File: src/rtl/dtq_pkg.sv
// ----------------------------------------------------------------------------
// dtq_pkg
// Shared types, command and result codes for the deadline timer queue.
// ----------------------------------------------------------------------------
package dtq_pkg;

  localparam int unsigned DEPTH_DEF = 64;

  localparam int unsigned TIME_W  = 32;
  localparam int unsigned OWNER_W = 16;
  localparam int unsigned SLOT_W  = 6;
  localparam int unsigned CMD_W   = 2;
  localparam int unsigned KIND_W  = 3;

  // in word: now_ms, timeout_ms, request_id, slot, zero pad
  localparam int unsigned S_TDATA_W = 88;
  // out word: handle, owner, wait_ms, queue_empty, zero pad
  localparam int unsigned M_TDATA_W = 56;

  localparam logic [CMD_W-1:0] CMD_ADD    = 2'd0;
  localparam logic [CMD_W-1:0] CMD_CANCEL = 2'd1;
  localparam logic [CMD_W-1:0] CMD_EXPIRE = 2'd2;
  localparam logic [CMD_W-1:0] CMD_QUERY  = 2'd3;

  localparam logic [KIND_W-1:0] KIND_ADDED      = 3'd0;
  localparam logic [KIND_W-1:0] KIND_FULL       = 3'd1;
  localparam logic [KIND_W-1:0] KIND_CANCELLED  = 3'd2;
  localparam logic [KIND_W-1:0] KIND_NOT_ACTIVE = 3'd3;
  localparam logic [KIND_W-1:0] KIND_EXPIRED    = 3'd4;
  localparam logic [KIND_W-1:0] KIND_NONE_DUE   = 3'd5;
  localparam logic [KIND_W-1:0] KIND_WAIT       = 3'd6;

  typedef struct packed {
    logic              carry;
    logic [TIME_W-1:0] sum;
  } dtq_alu_res_t;

endpackage

File: src/rtl/dtq_ram.sv
// ----------------------------------------------------------------------------
// dtq_ram
// Generic single-write, single-read RAM with registered read data.
// ----------------------------------------------------------------------------
module dtq_ram #(
  parameter int unsigned WIDTH = 32,
  parameter int unsigned DEPTH = 64
) (
  input  logic                     clk_i,
  input  logic                     we_i,
  input  logic [$clog2(DEPTH)-1:0] waddr_i,
  input  logic [WIDTH-1:0]         wdata_i,
  input  logic [$clog2(DEPTH)-1:0] raddr_i,
  output logic [WIDTH-1:0]         rdata_o
);

  logic [WIDTH-1:0] mem_q [DEPTH];
  logic [WIDTH-1:0] rdata_q;

  always_ff @(posedge clk_i) begin
    if (we_i) begin
      mem_q[waddr_i] <= wdata_i;
    end
    rdata_q <= mem_q[raddr_i];
  end

  assign rdata_o = rdata_q;

endmodule

File: src/rtl/dtq_alu.sv
// ----------------------------------------------------------------------------
// dtq_alu
// Shared 32-bit add/subtract unit with carry out, used for deadline sums,
// deadline compares and wait computation.
// ----------------------------------------------------------------------------
module dtq_alu (
  input  logic [dtq_pkg::TIME_W-1:0] a_i,
  input  logic [dtq_pkg::TIME_W-1:0] b_i,
  input  logic                       sub_i,
  output dtq_pkg::dtq_alu_res_t      res_o
);
  import dtq_pkg::*;

  logic [TIME_W:0] total;

  // on subtract, carry set means a >= b
  assign total = {1'b0, a_i} + {1'b0, b_i ^ {TIME_W{sub_i}}} + {{TIME_W{1'b0}}, sub_i};

  assign res_o.carry = total[TIME_W];
  assign res_o.sum   = total[TIME_W-1:0];

endmodule

File: src/rtl/deadline_timer_queue.sv
// ----------------------------------------------------------------------------
// deadline_timer_queue
// Add searches the slots for a free one, cancel acts directly, query scans
// every slot, and an expire check rescans all slots after each expired timer;
// one word per item, k words for a burst of k expired timers, one item at a time.
// Each scan reads one slot per cycle through the shared compare unit.
// Reset clears the active flags and control state; deadline and owner stores stay undefined.
// ----------------------------------------------------------------------------
module deadline_timer_queue #(
  parameter int unsigned DEPTH = dtq_pkg::DEPTH_DEF
) (
  input  logic                            clk_i,
  input  logic                            rst_ni,
  input  logic                            s_axis_tvalid,
  output logic                            s_axis_tready,
  // now_ms[31:0], timeout_ms[63:32], request_id[79:64], slot[85:80], zero[87:86]
  input  logic [dtq_pkg::S_TDATA_W-1:0]   s_axis_tdata,
  // cmd[1:0]
  input  logic [dtq_pkg::CMD_W-1:0]       s_axis_tuser,
  output logic                            m_axis_tvalid,
  input  logic                            m_axis_tready,
  // handle[5:0], owner[21:6], wait_ms[53:22], queue_empty[54], zero[55]
  output logic [dtq_pkg::M_TDATA_W-1:0]   m_axis_tdata,
  // kind[2:0]
  output logic [dtq_pkg::KIND_W-1:0]      m_axis_tuser,
  output logic                            m_axis_tlast
);
  import dtq_pkg::*;

  localparam int unsigned IDX_W = $clog2(DEPTH);
  localparam int unsigned CNT_W = $clog2(DEPTH + 1);

  localparam logic [2:0] ST_IDLE   = 3'd0;
  localparam logic [2:0] ST_ADD    = 3'd1;
  localparam logic [2:0] ST_CANCEL = 3'd2;
  localparam logic [2:0] ST_SCAN   = 3'd3;
  localparam logic [2:0] ST_DECIDE = 3'd4;

  logic [2:0] state_q, state_d;
  logic [CNT_W-1:0] cnt_q, cnt_d;
  logic [DEPTH-1:0] active_q, active_d;

  logic [CMD_W-1:0]   cmd_q;
  logic [TIME_W-1:0]  now_q, tmo_q;
  logic [OWNER_W-1:0] rid_q;
  logic [SLOT_W-1:0]  slot_q;

  logic p_vld_q, p_vld_d;
  logic [IDX_W-1:0] p_idx_q, p_idx_d;

  logic best_vld_q, best_vld_d;
  logic [IDX_W-1:0] best_idx_q, best_idx_d;
  logic [TIME_W-1:0] best_dl_q, best_dl_d;
  logic [OWNER_W-1:0] best_own_q, best_own_d;

  logic hold_vld_q, hold_vld_d;
  logic [IDX_W-1:0] hold_idx_q, hold_idx_d;
  logic [OWNER_W-1:0] hold_own_q, hold_own_d;

  logic out_vld_q, out_vld_d;
  logic [KIND_W-1:0] out_kind_q, out_kind_d;
  logic [SLOT_W-1:0] out_handle_q, out_handle_d;
  logic [OWNER_W-1:0] out_owner_q, out_owner_d;
  logic [TIME_W-1:0] out_wait_q, out_wait_d;
  logic out_empty_q, out_empty_d;
  logic out_last_q, out_last_d;

  logic in_acc, can_emit, emit, at_end, in_range, due;
  logic [IDX_W-1:0] idx, sidx;

  logic [TIME_W-1:0]  alu_a, alu_b;
  logic               alu_sub;
  dtq_alu_res_t       alu_res;
  logic               ram_we;
  logic [TIME_W-1:0]  dl_rdata, dl_wdata;
  logic [OWNER_W-1:0] own_rdata;

  assign s_axis_tready = (state_q == ST_IDLE);
  assign in_acc   = s_axis_tvalid && s_axis_tready;
  assign can_emit = !out_vld_q || m_axis_tready;
  assign idx      = cnt_q[IDX_W-1:0];
  assign sidx     = slot_q[IDX_W-1:0];
  assign at_end   = (cnt_q == CNT_W'(DEPTH));
  assign in_range = ({1'b0, slot_q} < (SLOT_W + 1)'(DEPTH));
  assign due      = best_vld_q && alu_res.carry;
  assign dl_wdata = alu_res.carry ? {TIME_W{1'b1}} : alu_res.sum;

  // operand selection for the shared unit
  always_comb begin
    alu_a   = now_q;
    alu_b   = tmo_q;
    alu_sub = 1'b0;
    case (state_q)
      ST_SCAN: begin
        alu_a   = dl_rdata;
        alu_b   = best_dl_q;
        alu_sub = 1'b1;
      end
      ST_DECIDE: begin
        alu_sub = 1'b1;
        if (cmd_q == CMD_EXPIRE) begin
          alu_a = now_q;
          alu_b = best_dl_q;
        end else begin
          alu_a = best_dl_q;
          alu_b = now_q;
        end
      end
      default: begin
        alu_a   = now_q;
        alu_b   = tmo_q;
        alu_sub = 1'b0;
      end
    endcase
  end

  dtq_alu u_alu (
    .a_i   (alu_a),
    .b_i   (alu_b),
    .sub_i (alu_sub),
    .res_o (alu_res)
  );

  dtq_ram #(.WIDTH(TIME_W), .DEPTH(DEPTH)) u_dl_ram (
    .clk_i   (clk_i),
    .we_i    (ram_we),
    .waddr_i (idx),
    .wdata_i (dl_wdata),
    .raddr_i (idx),
    .rdata_o (dl_rdata)
  );

  dtq_ram #(.WIDTH(OWNER_W), .DEPTH(DEPTH)) u_own_ram (
    .clk_i   (clk_i),
    .we_i    (ram_we),
    .waddr_i (idx),
    .wdata_i (rid_q),
    .raddr_i (idx),
    .rdata_o (own_rdata)
  );

  always_comb begin
    state_d      = state_q;
    cnt_d        = cnt_q;
    active_d     = active_q;
    p_vld_d      = 1'b0;
    p_idx_d      = p_idx_q;
    best_vld_d   = best_vld_q;
    best_idx_d   = best_idx_q;
    best_dl_d    = best_dl_q;
    best_own_d   = best_own_q;
    hold_vld_d   = hold_vld_q;
    hold_idx_d   = hold_idx_q;
    hold_own_d   = hold_own_q;
    ram_we       = 1'b0;
    emit         = 1'b0;
    out_kind_d   = out_kind_q;
    out_handle_d = '0;
    out_owner_d  = '0;
    out_wait_d   = '0;
    out_empty_d  = 1'b0;
    out_last_d   = 1'b1;

    case (state_q)
      ST_IDLE: begin
        if (in_acc) begin
          cnt_d      = '0;
          best_vld_d = 1'b0;
          hold_vld_d = 1'b0;
          case (s_axis_tuser)
            CMD_ADD:    state_d = ST_ADD;
            CMD_CANCEL: state_d = ST_CANCEL;
            default:    state_d = ST_SCAN;
          endcase
        end
      end

      ST_ADD: begin
        if (!at_end && active_q[idx]) begin
          cnt_d = cnt_q + 1'b1;
        end else if (can_emit) begin
          emit    = 1'b1;
          state_d = ST_IDLE;
          if (at_end) begin
            out_kind_d = KIND_FULL;
          end else begin
            ram_we        = 1'b1;
            active_d[idx] = 1'b1;
            out_kind_d    = KIND_ADDED;
            out_handle_d  = SLOT_W'(idx);
          end
        end
      end

      ST_CANCEL: begin
        if (can_emit) begin
          emit         = 1'b1;
          state_d      = ST_IDLE;
          out_handle_d = slot_q;
          if (in_range && active_q[sidx]) begin
            active_d[sidx] = 1'b0;
            out_kind_d     = KIND_CANCELLED;
          end else begin
            out_kind_d = KIND_NOT_ACTIVE;
          end
        end
      end

      ST_SCAN: begin
        // read data arrives in the cycle after the address
        if (p_vld_q && (!best_vld_q || !alu_res.carry)) begin
          best_vld_d = 1'b1;
          best_idx_d = p_idx_q;
          best_dl_d  = dl_rdata;
          best_own_d = own_rdata;
        end
        if (at_end) begin
          state_d = ST_DECIDE;
        end else begin
          p_vld_d = active_q[idx];
          p_idx_d = idx;
          cnt_d   = cnt_q + 1'b1;
        end
      end

      ST_DECIDE: begin
        if (cmd_q == CMD_EXPIRE) begin
          if (due) begin
            // the held timer is not the last one, so it can go out now
            if (!hold_vld_q || can_emit) begin
              if (hold_vld_q) begin
                emit         = 1'b1;
                out_kind_d   = KIND_EXPIRED;
                out_handle_d = SLOT_W'(hold_idx_q);
                out_owner_d  = hold_own_q;
                out_last_d   = 1'b0;
              end
              hold_vld_d           = 1'b1;
              hold_idx_d           = best_idx_q;
              hold_own_d           = best_own_q;
              active_d[best_idx_q] = 1'b0;
              cnt_d                = '0;
              best_vld_d           = 1'b0;
              state_d              = ST_SCAN;
            end
          end else if (can_emit) begin
            emit       = 1'b1;
            state_d    = ST_IDLE;
            hold_vld_d = 1'b0;
            if (hold_vld_q) begin
              out_kind_d   = KIND_EXPIRED;
              out_handle_d = SLOT_W'(hold_idx_q);
              out_owner_d  = hold_own_q;
            end else begin
              out_kind_d = KIND_NONE_DUE;
            end
          end
        end else if (can_emit) begin
          emit        = 1'b1;
          state_d     = ST_IDLE;
          out_kind_d  = KIND_WAIT;
          out_empty_d = !best_vld_q;
          if (best_vld_q && alu_res.carry) begin
            out_wait_d = alu_res.sum;
          end
        end
      end

      default: begin
        state_d = ST_IDLE;
      end
    endcase
  end

  always_comb begin
    out_vld_d = out_vld_q;
    if (emit) begin
      out_vld_d = 1'b1;
    end else if (m_axis_tready) begin
      out_vld_d = 1'b0;
    end
  end

  always_ff @(posedge clk_i or negedge rst_ni) begin
    if (!rst_ni) begin
      state_q    <= ST_IDLE;
      cnt_q      <= '0;
      active_q   <= '0;
      p_vld_q    <= 1'b0;
      best_vld_q <= 1'b0;
      hold_vld_q <= 1'b0;
      out_vld_q  <= 1'b0;
    end else begin
      state_q    <= state_d;
      cnt_q      <= cnt_d;
      active_q   <= active_d;
      p_vld_q    <= p_vld_d;
      best_vld_q <= best_vld_d;
      hold_vld_q <= hold_vld_d;
      out_vld_q  <= out_vld_d;
    end
  end

  always_ff @(posedge clk_i) begin
    if (in_acc) begin
      cmd_q  <= s_axis_tuser;
      now_q  <= s_axis_tdata[31:0];
      tmo_q  <= s_axis_tdata[63:32];
      rid_q  <= s_axis_tdata[79:64];
      slot_q <= s_axis_tdata[85:80];
    end
    p_idx_q    <= p_idx_d;
    best_idx_q <= best_idx_d;
    best_dl_q  <= best_dl_d;
    best_own_q <= best_own_d;
    hold_idx_q <= hold_idx_d;
    hold_own_q <= hold_own_d;
    if (emit) begin
      out_kind_q   <= out_kind_d;
      out_handle_q <= out_handle_d;
      out_owner_q  <= out_owner_d;
      out_wait_q   <= out_wait_d;
      out_empty_q  <= out_empty_d;
      out_last_q   <= out_last_d;
    end
  end

  assign m_axis_tvalid = out_vld_q;
  assign m_axis_tuser  = out_kind_q;
  assign m_axis_tlast  = out_last_q;
  assign m_axis_tdata  = {1'b0, out_empty_q, out_wait_q, out_owner_q, out_handle_q};

endmodule

File: config.mk
export PLATFORM = sky130hd
export DESIGN_NAME = deadline_timer_queue
export DESIGN_NICKNAME = d
export VERILOG_FILES = /design/src/rtl/dtq_pkg.sv /design/src/rtl/dtq_ram.sv /design/src/rtl/dtq_alu.sv /design/src/rtl/deadline_timer_queue.sv
export SDC_FILE = /design/constraint.sdc
export NUM_CORES = 2
export LEC_CHECK = 0
export BUFFER_PORTS_ARGS = -buffer_cell sky130_fd_sc_hd__buf_2
export CORE_MARGIN = 2
export CORE_UTILIZATION = 40
export DETAILED_ROUTE_END_ITERATION = 8
export MAX_ROUTING_LAYER = met4
export SLEW_MARGIN = 20
export SYNTH_ARGS = -nofsm -noshare
export SYNTH_HDL_FRONTEND = slang
export SYNTH_SLANG_ARGS = --single-unit
export TNS_END_PERCENT = 100
File: constraint.sdc
create_clock -name clk_i -period 15.5 [get_ports clk_i]
set_clock_uncertainty 0.05 [all_clocks]
set_input_delay 3.1 -clock clk_i [delete_from_list [all_inputs] [get_ports clk_i]]
set_output_delay 3.1 -clock clk_i [all_outputs]
set_load 0.1 [all_outputs]
---- After elaboration in Yosys (flattened, before gate mapping) ----
Memory sizes are Yosys's and may differ from the RTL's. A register that Yosys moved wholly into a read port is not among the register bits.
Index checks and enable logic that the tools add are counted.
word-level totals
  bits in latches ......................... 0
  ROM bits ................................ 0
  input port bits ......................... 94
  word-level logic and storage cells ...... 202
  register bits ........................... 307
  output and inout port bits .............. 62
  bits in writable memories ............... 3072
  memories kept ........................... 2
cells by class
  multiply operators ...................... 0
  mux-type cells .......................... 97
  order comparisons ....................... 6
  $add $sub $neg .......................... 3
  shift operators ......................... 0
  bitwise gates (word level) .............. 10
  reductions and logical operators ........ 35
  divide/modulo/power cells ............... 0
  equality and inequality tests ........... 25
memories
  name             words  bits a word  read ports  clocked after Yosys merged registers in  write ports  RTL line       text
  u_dl_ram.mem_q   64     32           1           1                                        1            dtq_ram.sv:17  logic [WIDTH-1:0] mem_q [DEPTH];
  u_own_ram.mem_q  64     16           1           1                                        1            dtq_ram.sv:17
operators by type and width
  kind                                                                           number
  64-bit 2-to-1 mux                                                              8
  64-bit one-hot mux with 3 select lines                                         1
  64-bit AND                                                                     2
  64-bit NOT                                                                     2
  32-bit one-hot mux with 2 select lines                                         2
  32-bit 2-to-1 mux                                                              3
  16-bit 2-to-1 mux                                                              4
  64-bit OR                                                                      1
  6-bit 2-to-1 mux                                                               9
  3-bit 2-to-1 mux                                                               16
  7-bit 2-to-1 mux                                                               6
  1-bit 2-to-1 mux                                                               35
  32-bit by 32-bit adder with 33-bit output                                      1
  33-bit by 1-bit adder with 33-bit output                                       1
  32-bit bitwise XOR                                                             1
  7-bit one-hot mux with 4 select lines                                          1
  2-bit != test (second input constant)                                          12
  6-bit by 7-bit less-than comparator with 1-bit output (second input constant)  3
  1-bit demux with 6-bit select                                                  3
  6-bit by 1-bit >= comparator with 1-bit output (second input constant)         3
  6-bit one-hot mux with 3 select lines                                          1
  9-bit AND reduction                                                            2
  3-bit one-hot mux with 5 select lines                                          1
  1-bit binary-select mux with 6-bit select                                      2
  31 further kinds                                                               56

---- Logic depth before layout (Yosys ltp) ----
  depth after elaboration ................. 11
  mapped depth ............................ 22
  depth with buffers taken out ............ 16

---- By module ----
Synthesis repeated with hierarchy kept, for this count alone.
second synthesis, totals
  cells, all modules ...................... 6831
  area total of the unflattened synthesis .. 135889.1 um^2
modules (own cells, without submodules)
  module                cells an instance  seq. area each (um^2)  area each (um^2)  instances
  dtq_ram (u_dl_ram)    3511               62139.6                79039.6           1
  dtq_ram (u_own_ram)   1829               31069.8                40042.2           1
  deadline_timer_queue  1197               8828.5                 14670.3           1
  dtq_alu               294                0.0                    2137.0            1

---- Least setup slack after synthesis ----
No wires, ideal clock.
  kind .................................... input to register
  from .................................... in m_axis_tready
  to ...................................... mem u_dl_ram.mem_q[26][0], enable pin
  path buffers ............................ 2
  cell stages on the path ................. 6
  setup slack ............................. 7541 ps
  library setup time ...................... 513 ps
  data required time ...................... 14937 ps
  data arrival time ....................... 7396 ps
  path through ............................ nand2b_1 -> and3_1 -> nand3_1 -> clkbuf_1 -> buf_1 -> nor3_1
on the way
  longest elaborated chain between the ends .. 6
RTL lines
  what                                    RTL line                     text
  from (decl)                             deadline_timer_queue.sv:21   input logic m_axis_tready,
  1-bit logical OR                        deadline_timer_queue.sv:80   assign can_emit = !out_vld_q || m_axis_tready;
  1-bit 2-to-1 mux                        deadline_timer_queue.sv:181  end else if (can_emit) begin
  1-bit 2-to-1 mux                        deadline_timer_queue.sv:179  if (!at_end && active_q[idx]) begin
  1-bit 2-to-1 mux                        deadline_timer_queue.sv:164  case (state_q)
  1-bit 2-to-1 mux                        dtq_ram.sv:21                if (we_i) begin
  1-bit 2-to-1 mux (implied by the code)  dtq_ram.sv:22                mem_q[waddr_i] <= wdata_i;
  to (decl)                               dtq_ram.sv:17
Every way passes these cells.

---- Worst setup path in the final report ----
  from .................................... reg state_q[0]
  to ...................................... mem u_dl_ram.mem_q[15][9], data pin
on the way
  longest elaborated chain between the ends .. 7
  elaborated cells between the ends (all ways) .. 10
  those cells by class .................... add/sub (2); eq/ne (2); mux (4); bitwise (1); reduce/logical (1)
RTL lines
  what                                                                                   RTL line                     text
  from (decl)                                                                            deadline_timer_queue.sv:39   logic [2:0] state_q, state_d;
  from (signal assigned)                                                                 deadline_timer_queue.sv:294  state_q <= state_d;
  3-bit equality test or 3-bit by 2-bit equality test with 1-bit output (tied branches)  deadline_timer_queue.sv:93   case (state_q)
  2-bit OR reduction (no source line)                                                    --
  1-bit 2-to-1 mux                                                                       deadline_timer_queue.sv:93
  32-bit bitwise XOR                                                                     dtq_alu.sv:17                assign total = {1'b0, a_i} + {1'b0, b_i ^ {TIME_W{sub_i}}} + {{TIME_W{1'b0}}, sub_i};
  32-bit by 32-bit adder with 33-bit output                                              dtq_alu.sv:17
  33-bit by 1-bit adder with 33-bit output (*)                                           dtq_alu.sv:17
  32-bit 2-to-1 mux (*)                                                                  deadline_timer_queue.sv:86   assign dl_wdata = alu_res.carry ? {TIME_W{1'b1}} : alu_res.sum;
  via dl_wdata[9]                                                                        deadline_timer_queue.sv:75   logic [TIME_W-1:0] dl_rdata, dl_wdata;
The timed path passes the listed nets; every way through them passes the cells marked *.

==> impl_metrics.env <==
export IMPL_outcome="finished with violations"
export IMPL_violations="design-rule violations"
export IMPL_timing_rr_end="u_dl_ram.mem_q[15][9]"
export IMPL_rsz0062_at_grt="false"
export IMPL_cp_top_family="simple AND/OR/NAND/NOR gates"
export IMPL_cp_num_buf_inv=4
export IMPL_dieArea_um2=325700
export IMPL_worst_path_largest_cell_delay_ns=0.78
export IMPL_cts_tree="yes"
export IMPL_die_width_um=570.7
export IMPL_clkLatencyLatePin_ns=0.94
export IMPL_powerDensity_nw_per_um2=123.8
export IMPL_path_cells="nor2b_1, nand2_1, nand2_1, buf_4, nand2_1, buf_4, a222oi_1, inv_1, fa_1, a211oi_1, o211ai_1, a21oi_1, o21ai_1, o21ai_1, and2_2, buf_4, nand2_2"
export IMPL_ys_warn_count=0
export IMPL_final_layout_size_suffix_gt1_frac=0.1543
export IMPL_grt_util_all_layers=0.2654
export IMPL_min_path_cells=0
export IMPL_r2r_cells=17
export IMPL_critPathSlowestCell="nand2_2"
export IMPL_syn_inst=7256
export IMPL_finalHoldViolations=0
export IMPL_synthTopCellsByArea="edfxtp_1, a22oi_1, a221oi_1, a22o_1, dfrtp_1"
export IMPL_grt_max_degree=120
export IMPL_hold_class="flop to flop"
export IMPL_yosysMostFrequentCell="edfxtp_1"
export IMPL_ys_seq_elements=3427
export IMPL_numClockSinks=3427
export IMPL_drcViolationCount=1
export IMPL_multiInputGateArea_um2=24780
export IMPL_finalNetCount=7648
export IMPL_timing_final_crit_period_ns=7.453
export IMPL_synth_distinct_cells=76
export IMPL_timing_final_crit_share=0.4809
export IMPL_drv_cap=0
export IMPL_path_class="flop to flop"
export IMPL_totalWireLength_um=433400
export IMPL_cts_root_buffer="clkbuf_16"
export IMPL_drv_slew=0
export IMPL_antenna_found_initial=25
export IMPL_async_flop_share=0.02276
export IMPL_critPathMaxFanout=64
export IMPL_seq_area_um2=102100
export IMPL_end_kind="flop"
export IMPL_yosysTopAreaCell="edfxtp_1"
export IMPL_yosysSeqAreaShare=0.7943
export IMPL_hold_start="u_own_ram.rdata_o[7]"
export IMPL_cts_setup_buffers=0
export IMPL_vdd_drop_max_uv=96.44
export IMPL_startpoint_type="flop"
export IMPL_finalSetupViolCount=0
export IMPL_synth_nets=7384
export IMPL_io_pins=156
export IMPL_r2r_start="state_q[0]"
export IMPL_numCtsBuffers=340
export IMPL_n_fill_cell=27129
export IMPL_coreArea_um2=320400
export IMPL_tightestPinTransition_ns=1.221
export IMPL_synth_edf_count=3301
export IMPL_via_per_inst=6.482
export IMPL_synthFlopType="edfxtp_1"
export IMPL_grt_pass1_vias=73225
export IMPL_holdBufCountCts=0
export IMPL_synth_area_per_cell_um2=17.70
export IMPL_portBuffers=152
export IMPL_finalWeightedCongestion=0.8838
export IMPL_r2r_setup_slack_ns=8.05
export IMPL_grt_pass1_wl_um=590300
export IMPL_clockBufferDepth=4
export IMPL_timing_fmax_ghz=0.1342
export IMPL_arrival_ns=7.79
export IMPL_die_h_um=570.7
export IMPL_routedWlPerCell_um=35.74
export IMPL_start_util=0.4010
export IMPL_grt_overflow=0
export IMPL_drt_pass1_iter_count=9
export IMPL_area_delta_synth_final_pct=14.01
export IMPL_finalSetupTns_ns=0
export IMPL_power_w=0.01814
export IMPL_htreeDepth=5
export IMPL_clk_transition_reported_paths_ns=0.06
export IMPL_vias=78600
export IMPL_hpwl_um=228200
export IMPL_syn_area_um2=128500
export IMPL_yosysTopAreaCellShare=0.7716
export IMPL_worstPathRequired_ns=15.83
export IMPL_postRouteAntennaNets=0
export IMPL_rows=208
export IMPL_drt_initial_drc_count=12924
export IMPL_slew_headroom=0.1825
export IMPL_leakagePower_nw=38.41
export IMPL_hold_end="best_own_q[7]"
export IMPL_ys_top_cells_by_count="edfxtp_1, a22oi_1, a221oi_1"
export IMPL_final_util=0.4571
export IMPL_post_cts_resized=0
final cells by class:
cell class	count	area share
tap	4305	0.03678
inverter	51	0.001307
clock inverter	194	0.01231
timing repair buffer	431	0.02155
antenna	30	0.0005126
clock buffer	418	0.06149
sequential	3427	0.6968
multi-input combinational	3269	0.1692
report_power, final:
group           total, W  internal, W              switching [W]
logic          0.0000188   0.00000822                  0.0000106
clock network    0.00812      0.00461                    0.00351
registers         0.0100       0.0100  0.00000000000000000000680
worst max path at each step:
stage	depth (start not counted)	startpoint	slack [ns]	end
floorplan	6	m_axis_tready	7.54	u_dl_ram.mem_q[26][0]
global placement	8	m_axis_tready	8.33	u_own_ram.mem_q[63][7]
detailed placement	8	m_axis_tready	8.30	u_own_ram.mem_q[56][3]
CTS	17	state_q[0]	8.28	u_dl_ram.mem_q[41][15]
global route	17	state_q[0]	7.62	u_dl_ram.mem_q[15][9]
finish	17	state_q[0]	8.05	u_dl_ram.mem_q[15][9]
sequential cells by signal (all words and copies together) (netlist names), 7 cells and up:
name / flops
tmo_q: 32
out_owner_q: 16
now_q: 32
u_own_ram.mem_q: 1024
cnt_q: 7
u_dl_ram.rdata_o: 32
best_own_q: 16
rid_q: 16
u_own_ram.rdata_o: 16
active_q: 64
u_dl_ram.mem_q: 2048
hold_own_q: 16
out_wait_q: 32
best_dl_q: 32
worst reg2reg max path, delay by kind of cell, from the launching register on:
family / cells / cell delay, ns
AO/OA/AOI/OAI: 6 / 1.90
AND/OR/NAND/NOR: 6 / 2.46
buffers and inverters: 4 / 1.41
adder cells (fa/ha/maj): 1 / 0.44
flip-flops: 1 / 0.64
layer usage:
layer,wire length (um),global-route usage,up-vias
li1,-,-,31194
met1,162800,0.3479,40632
met2,199800,0.4062,5794
met3,52610,0.05763,980
met4,18200,0.09930,0
met5,0,-,-
logic make-up after synthesis:
| family | share of synthesized area |
|---|---|
| other | 0.00002919 |
| multiplexers | 0.01220 |
| AND/OR/NAND/NOR | 0.02890 |
| AO/OA/AOI/OAI | 0.1410 |
| adder cells (fa/ha/maj) | 0.003370 |
| buffers and inverters | 0.01853 |
| XOR/XNOR | 0.001636 |
| flip-flops | 0.7943 |
metrics by stage:
| step | hold WS [ns] | cells | worst slack [ns] | area (um2) |
|---|---|---|---|---|
| floorplan | 0.3355 | 7256 | 7.541 | 128500 |
| global placement | 0.3433 | 11481 | 8.334 | 135400 |
| detailed placement | 0.3387 | 11483 | 8.297 | 135500 |
| CTS | 0.3496 | 12095 | 8.279 | 146300 |
| global route | 0.3620 | 12119 | 7.622 | 146400 |
| finish | 0.3454 | 12125 | 8.047 | 146500 |
layout by cell type (no fill, tap or decap), types with 18 or more instances in the layout:
master     netlist  layout
a21oi_2         60      60
buf_12           0      21
a21oi_1        172     171
nor2_1         145     130
ha_1            33      33
clkbuf_1       222      62
a41oi_2         40      40
a221oi_1       301     301
nand2_1        170     147
a222oi_1        36      36
clkinv_1         1      77
dfxtp_1         48      48
inv_1           48      47
o211ai_1        21      21
a41oi_1         52      52
bufinv_16        0      28
a22oi_1        964     964
a21o_1          24      24
clkbuf_16        0     344
and2_1          26      23
mux2i_1         61      60
nor3_1          78      18
dfrtp_1         78      72
a22o_1         226     226
a31oi_1        209     209
buf_4           13     254
buf_2          136     151
o21ai_0         92      88
nand4_1        115     115
nor3_2           3      60
clkinv_2         0      57
nor4_1          34      33
mux4_2          25      25
diode_2          0      30
o221ai_1        72      72
nand3_1         77      76
mux2_2          34      34
edfxtp_1      3301    3301
Power figures use the tool's default switching activity.
